==> config.mk <==
export PLATFORM = sky130hd
export DESIGN_NAME = binary_to_decimal_ascii
export DESIGN_NICKNAME = d
export VERILOG_FILES = /design/src/hdl/b2da_pkg.sv /design/src/hdl/b2da_cell.sv /design/src/hdl/binary_to_decimal_ascii.sv
export SDC_FILE = /design/constraint.sdc
export NUM_CORES = 1
export LEC_CHECK = 0
export BUFFER_PORTS_ARGS = -buffer_cell sky130_fd_sc_hd__buf_4
export CAP_MARGIN = 20
export CELL_PAD_IN_SITES_DETAIL_PLACEMENT = 1
export CELL_PAD_IN_SITES_GLOBAL_PLACEMENT = 2
export CORE_AREA = 2 2 115 117
export CTS_CLUSTER_SIZE = 24
export DETAILED_ROUTE_END_ITERATION = 10
export DIE_AREA = 0 0 117 119
export PLACE_DENSITY_LB_ADDON = 0.1
export SYNTH_ARGS = -nofsm -noshare
export SYNTH_HDL_FRONTEND = slang
export SYNTH_HIERARCHICAL = 1
export SYNTH_SLANG_ARGS = --single-unit
==> constraint.sdc <==
create_clock -name i_clk -period 10 [get_ports i_clk]
set_clock_uncertainty 0.1 [all_clocks]
set_input_delay 2 -clock i_clk [delete_from_list [all_inputs] [get_ports i_clk]]
set_output_delay 2 -clock i_clk [all_outputs]
set_load 0.005 [all_outputs]
==> src/hdl/b2da_pkg.sv <==
`default_nettype none
// Package for the binary to decimal ASCII converter.
// Holds the digit cell control struct, the decimal base and the ASCII zero constant. No dependencies.
package b2da_pkg;

    localparam int unsigned DEC_BASE = 10;
    localparam logic [5:0] ASCII_ZERO = 6'h30;

    typedef struct packed {
        logic clear;
        logic dabble;
        logic move;
    } t_cell_ctrl;

endpackage
`default_nettype wire

==> src/hdl/b2da_cell.sv <==
`default_nettype none
// One BCD digit cell of the converter chain: add-3 and bit shift during
// conversion, whole digit shift toward the top during leading zero skip and emission. Uses b2da_pkg.
module b2da_cell
    import b2da_pkg::*;
(
    input  wire logic       i_clk,
    input  wire t_cell_ctrl i_ctrl,
    input  wire logic       i_bit,
    input  wire logic [3:0] i_digit,
    output logic            o_bit,
    output logic [3:0]      o_digit
);

    logic [3:0] r_digit;
    logic [3:0] n_digit;
    logic [3:0] adj;

    assign adj     = (r_digit >= 4'd5) ? r_digit + 4'd3 : r_digit;
    assign o_bit   = adj[3];
    assign o_digit = r_digit;

    always_comb begin
        n_digit = r_digit;
        if (i_ctrl.clear) begin
            n_digit = 4'd0;
        end else if (i_ctrl.dabble) begin
            n_digit = {adj[2:0], i_bit};
        end else if (i_ctrl.move) begin
            n_digit = i_digit;
        end
    end

    always_ff @(posedge i_clk) begin
        r_digit <= n_digit;
    end

endmodule
`default_nettype wire

==> src/hdl/binary_to_decimal_ascii.sv <==
`default_nettype none
// Binary to decimal ASCII converter: a chain of BCD digit cells and its sequencer.
// Depends on b2da_pkg and b2da_cell.
//
// Usage: one transaction on the input channel (i_valid/o_ready, i_value) carries
// an unsigned number. The output channel (o_valid/i_ready) then gives one
// transaction per decimal digit, most significant first, leading zeros dropped,
// with the digit count and a flag on the final digit. A zero gives one '0'.
// The digit chain first shifts in all VALUE_WIDTH bits of the value with
// shift-and-add-3, one bit per cycle, then shifts each leading zero digit out
// of the top cell, makes a turnaround step, and emits the digits. Leading
// zeros and digits add up to NDIG for any value. The next item is accepted
// only after the last digit has left.
// Only one item is in work at a time; o_ready is high only while idle.
// A stalled receiver holds the current digit on the ports and freezes the chain.
// Reset returns the sequencer to idle; any item in work is dropped.
module binary_to_decimal_ascii
    import b2da_pkg::*;
#(
    parameter int unsigned VALUE_WIDTH = 32
) (
    input  wire logic                   i_clk,
    input  wire logic                   i_rst_n,
    input  wire logic                   i_valid,
    output logic                        o_ready,
    input  wire logic [VALUE_WIDTH-1:0] i_value,
    output logic                        o_valid,
    input  wire logic                   i_ready,
    output logic [5:0]                  o_digit_char,
    output logic [3:0]                  o_digit_count,
    output logic                        o_last_digit
);

    localparam int unsigned NDIG = ((VALUE_WIDTH * 1233) >> 12) + 1;
    localparam int unsigned DCW  = $clog2(NDIG + 1);
    localparam int unsigned BCW  = $clog2(VALUE_WIDTH + 1);

    typedef enum logic [1:0] {
        S_IDLE,
        S_CONV,
        S_SKIP,
        S_EMIT
    } t_state;

    t_state                 r_state;
    logic [VALUE_WIDTH-1:0] r_value;
    logic [BCW-1:0]         r_bits;
    logic [DCW-1:0]         r_remain;
    logic [DCW-1:0]         r_count;

    t_cell_ctrl             ctrl;
    logic [NDIG-1:0]        cell_bit;
    logic [3:0]             cell_digit [NDIG];
    logic [3:0]             top_digit;
    logic                   in_xact;
    logic                   out_xact;
    logic                   skip_now;
    logic                   last_now;

    assign top_digit = cell_digit[NDIG-1];
    assign in_xact   = i_valid && o_ready;
    assign out_xact  = o_valid && i_ready;
    assign last_now  = (r_remain == DCW'(1));
    assign skip_now  = (r_state == S_SKIP) && (top_digit == 4'd0) && !last_now;

    always_comb begin
        ctrl.clear  = in_xact;
        ctrl.dabble = (r_state == S_CONV);
        ctrl.move   = skip_now || (out_xact && !last_now);
    end

    genvar g;
    generate
        for (g = 0; g < NDIG; g++) begin : g_cell
            logic       bit_in;
            logic [3:0] digit_in;
            if (g == 0) begin : g_first
                assign bit_in   = r_value[VALUE_WIDTH-1];
                assign digit_in = 4'd0;
            end else begin : g_rest
                assign bit_in   = cell_bit[g-1];
                assign digit_in = cell_digit[g-1];
            end
            b2da_cell u_cell (
                .i_clk   (i_clk),
                .i_ctrl  (ctrl),
                .i_bit   (bit_in),
                .i_digit (digit_in),
                .o_bit   (cell_bit[g]),
                .o_digit (cell_digit[g])
            );
        end
    endgenerate

    always_ff @(posedge i_clk) begin
        if (!i_rst_n) begin
            r_state <= S_IDLE;
        end else begin
            case (r_state)
                S_IDLE: begin
                    if (in_xact) begin
                        r_value  <= i_value;
                        r_bits   <= BCW'(VALUE_WIDTH);
                        r_remain <= DCW'(NDIG);
                        r_state  <= S_CONV;
                    end
                end
                S_CONV: begin
                    r_value <= {r_value[VALUE_WIDTH-2:0], 1'b0};
                    r_bits  <= r_bits - BCW'(1);
                    if (r_bits == BCW'(1)) begin
                        r_state <= S_SKIP;
                    end
                end
                S_SKIP: begin
                    if (skip_now) begin
                        r_remain <= r_remain - DCW'(1);
                    end else begin
                        r_count <= r_remain;
                        r_state <= S_EMIT;
                    end
                end
                S_EMIT: begin
                    if (out_xact) begin
                        if (last_now) begin
                            r_state <= S_IDLE;
                        end else begin
                            r_remain <= r_remain - DCW'(1);
                        end
                    end
                end
                default: r_state <= S_IDLE;
            endcase
        end
    end

    assign o_ready       = (r_state == S_IDLE);
    assign o_valid       = (r_state == S_EMIT);
    assign o_digit_char  = ASCII_ZERO + {2'b00, top_digit};
    assign o_digit_count = 4'(r_count);
    assign o_last_digit  = last_now;

endmodule
`default_nettype wire
### Yosys cells after proc, flatten, opt, wreduce, memory -nomap -nowiden

Index checks and enable logic that the tools add are counted.

* register bits: 88
* input port bits: 36
* output and inout bits: 13
* word-level logic and storage cells: 112

* add/subtract/negate cells: 13
* magnitude comparators: 10
* equal/unequal tests: 12
* mux-type cells: 45
* bitwise logic cells: 1
* reduce and logical (&&, ||, !) cells: 16

Operators by type and width (number)
* $mux W4: 33
* $pmux W32 S2: 1
* $ge A4 B3 Y1 const B: 10
* $add A4 B2 Y4 const B: 9
* $mux W32: 1
* $pmux W4 S3: 1
* $pmux W6 S2: 1
* $mux W2: 5
* $ne A2 B1 Y1 const B: 4
* $pmux W2 S4: 1
* $add A5 B5 Y6 const A: 1
* $eq A6 B1 Y1 const B: 1
* $mux W6: 1
* $ne A2 B2 Y1 const B: 3
* $reduce_and A3 Y1: 2
* $reduce_and A6 Y1: 1
* $sub A6 B1 Y6 const B: 1
* $logic_and A1 B1 Y1: 5
* $reduce_and A5 Y1: 1
* $eq A2 B2 Y1 const B: 2
* $eq A4 B1 Y1 const B: 1
* $logic_not A4 Y1: 1
* $reduce_bool A2 Y1: 2
* $sub A4 B1 Y4 const B: 1
* other kinds (8): 8

### Depth between registers and ports, before layout

* word-level depth: 6
* depth in mapped cells: 9

### Cells and area by module

The synthesis kept the hierarchy.

Modules (own cells, without submodules)
* b2da_cell: instances 10, cells an instance 35, area an instance 280.3 um2
* binary_to_decimal_ascii: instances 1, cells an instance 154, area an instance 2252.2 um2

### Worst setup path after synthesis

OpenSTA, ideal clock, no wires.

* path kind: input to register
* from: input port i_ready
* to: register g_cell[0].u_cell.r_digit[0]
* setup time: 0.168 ns
* arrival: 5.064 ns
* data required time: 9.732 ns
* slack: 4.668 ns
* stages on the path: 6
* buffers on the path: 0
* cells stage by stage: nand2_1 > a21oi_1 > mux2i_1 > nor2_1 > a21oi_1 > nor2_1

RTL lines
* from (decl): line binary_to_decimal_ascii.sv:28 `input wire logic i_ready,`
* to (signal assigned): line b2da_cell.sv:35 `r_digit <= n_digit;`
* to (decl): line b2da_cell.sv:15 `logic [3:0] r_digit;`

### Worst setup path after layout

* from: register r_remain[1]
* to: output port o_last_digit

* longest elaborated chain between the ends: 1

Ends and longest elaborated chain
* from (decl): line binary_to_decimal_ascii.sv:48 `logic [DCW-1:0] r_remain;`
* from (signal assigned): line binary_to_decimal_ascii.sv:104 `r_remain <= DCW'(NDIG);`
* from (signal assigned): line binary_to_decimal_ascii.sv:117 `r_remain <= r_remain - DCW'(1);`
* from (signal assigned): line binary_to_decimal_ascii.sv:128 `r_remain <= r_remain - DCW'(1);`
* $eq A4 B1 Y1: line binary_to_decimal_ascii.sv:63 `assign last_now = (r_remain == DCW'(1));`
* to (decl): line binary_to_decimal_ascii.sv:31 `output logic o_last_digit`

Every way passes these cells.

==> results.yml <==
outcome:
  run_status: "finished clean"
setup_path:
  cp-start-kind: "flop"
  criticalPathCategory: "reg -> out"
  worstPathArrival_ps: 1480
  worstPathRequired_ps: 7900
  crit_slowest_cell: "edfxtp_1"
  slowest_delay_ps: 410
  worstPathCellList: "inv_1 -> ha_1 -> nor3b_4 -> buf_4"
  cp_max_fo: 5
  endpoint_kind: "primary output"
sta:
  max_slew_margin_pct: 56.1
  slew_viol_final: 0
  tns_ps: 0
  worst_pin_slew_ps: 659
  rsz0062_at_grt: "false"
  final-setup-viol-count: 0
  timing_hold_violations_final: 0
  period_share_pct: 35.8
  finalCriticalPeriod_ps: 3580
  max_freq_ghz: 0.280
clock_tree:
  cts_setup_buffers: 0
  clk_pin_slew_ps: 60
  cts_tree: "yes"
  cts_root_buf: "clkbuf_16"
  cts_made_buffers: 9
  htree_levels: 3
  cts.path.max_buffers: 2
  clock-sinks: 88
  ctsHoldBuffers: 0
  insertion_delay_ps: 340
  cts_resized: 0
route:
  detail-route-antenna-nets: 0
  drc: 0
  wl_um: 10900
  drt_iter0_markers: 219
  num_vias: 3810
  avgViaCountPerCell: 5.21
  dr.pass1.iters: 6
  routedWlPerCell_um: 14.9
die:
  start_util_pct: 39.1
  die_area_mm2: 0.0139
  dieHeight_um: 119
  rows: 42
  core_mm2: 0.0129
  boundaryPins: 49
  die_w_um: 117
logic_synthesis:
  syn_inst: 500
  syn_avg_cell_area_um2: 10.1
  syn-cell-area_mm2: 0.00503
  yosysWarnings: 6
min_path:
  holdCritPathClass: "reg -> reg"
power_and_ir_drop:
  p_leak_nw: 2.03
  powerDensity_mw_per_mm2: 252
  ir_drop_uv: 154
  p_total_w: 0.00148
global_routing:
  grt-ovfl-total: 0
  grt-busiest-layer: "met2"
  grtUsageMet2_pct: 27.7
  use_met1_pct: 22.4
  grt_pass1_vias: 3957
  grtUsageMet3_pct: 3.87
  grt_start_max_net_pins: 119
  grt_pass1_wl_um: 19100
  grt_usage_pct: 17.0
  antenna_found_initial: 0
finish:
  fin_nets: 614
  drive_above_1_share_pct: 20.4
  area_delta_synth_final_pct: 16.8
  final_common_cell: "nor2_1"
  diodes: 0
  most-common-layout-cells: "nor2_1, buf_4, nand2_1, edfxtp_1, dfxtp_1"
placed_design:
  portBuffers: 46
  gp_congestion: 0.742
  dp.final_hpwl_um: 7110
flow_run:
  cap_violations: 0
[power breakdown]
group	leakage, nW	internal (W)	total, W	switching, W
combinational	1.13	0.000243	0.000560	0.000317
clock	0.140	0.000194	0.000340	0.000146
sequential	0.760	0.000489	0.000583	0.0000935
total	2.03	0.000926	0.00148	0.000557
[sequential cells by signal, indices dropped and copies added (netlist names)]
signal,count
g_cell.u_cell/o_digit,40
r_remain,4
o_digit_count,4
r_state,2
r_bits,6
r_value,32
[critical path, delay by kind of cell (launching register included)]
kind / cells / cell delay, ps
flops: 1 / 410
simple gates: 1 / 300
buf+inv: 2 / 280
fa+ha+maj: 1 / 140
[path summary, 6_finish.rpt]
path / start / endpoint / slack (ps) / depth (start not counted)
max: r_remain[1]$_SDFFCE_PN1P_ / o_last_digit / 6420 / 4
min: r_remain[1]$_SDFFCE_PN1P_ / o_digit_count[1]$_DFFE_PP_ / 390 / 0
max reg2reg: r_state[0]$_SDFFE_PN0P_ / g_cell[1].u_cell/o_digit[0]$_SDFFE_PP0P_ / 7390 / 10
min reg2reg: r_remain[1]$_SDFFCE_PN1P_ / o_digit_count[1]$_DFFE_PP_ / 390 / 0
[area by class of cell]
type	count	area, um^2
Sequential cell	88	2220
Timing Repair Buffer	51	403
Multi-Input combinational cell	370	2630
Clock buffer	9	225
Clock inverter	7	68.8
Fill cell	1473	6990
Tap cell	176	220
Inverter	30	113
[layer usage]
layer  wire [um]  vias to the layer above
met5           0                        -
met4         130                        0
met3         317                        6
met2        5380                       36
met1        5090                     1854
li1            -                     1914
[per-stage QoR]
| stage | utilization (%) | instance area, um^2 | hold WS (ps) | cells | worst slack, ps |
|---|---|---|---|---|---|
| global route | 45.7 | 5880 | 417 | 731 | 6290 |
| finish | 45.7 | 5880 | 395 | 731 | 6420 |
| detailed placement | 43.2 | 5560 | 376 | 714 | 6120 |
| CTS | 45.5 | 5850 | 400 | 730 | 6390 |
| floorplan | - | 5050 | 351 | 504 | 4670 |
| global placement | 43.2 | 5560 | 368 | 714 | 6170 |
No activity file was read; power rests on OpenSTA's default activity.
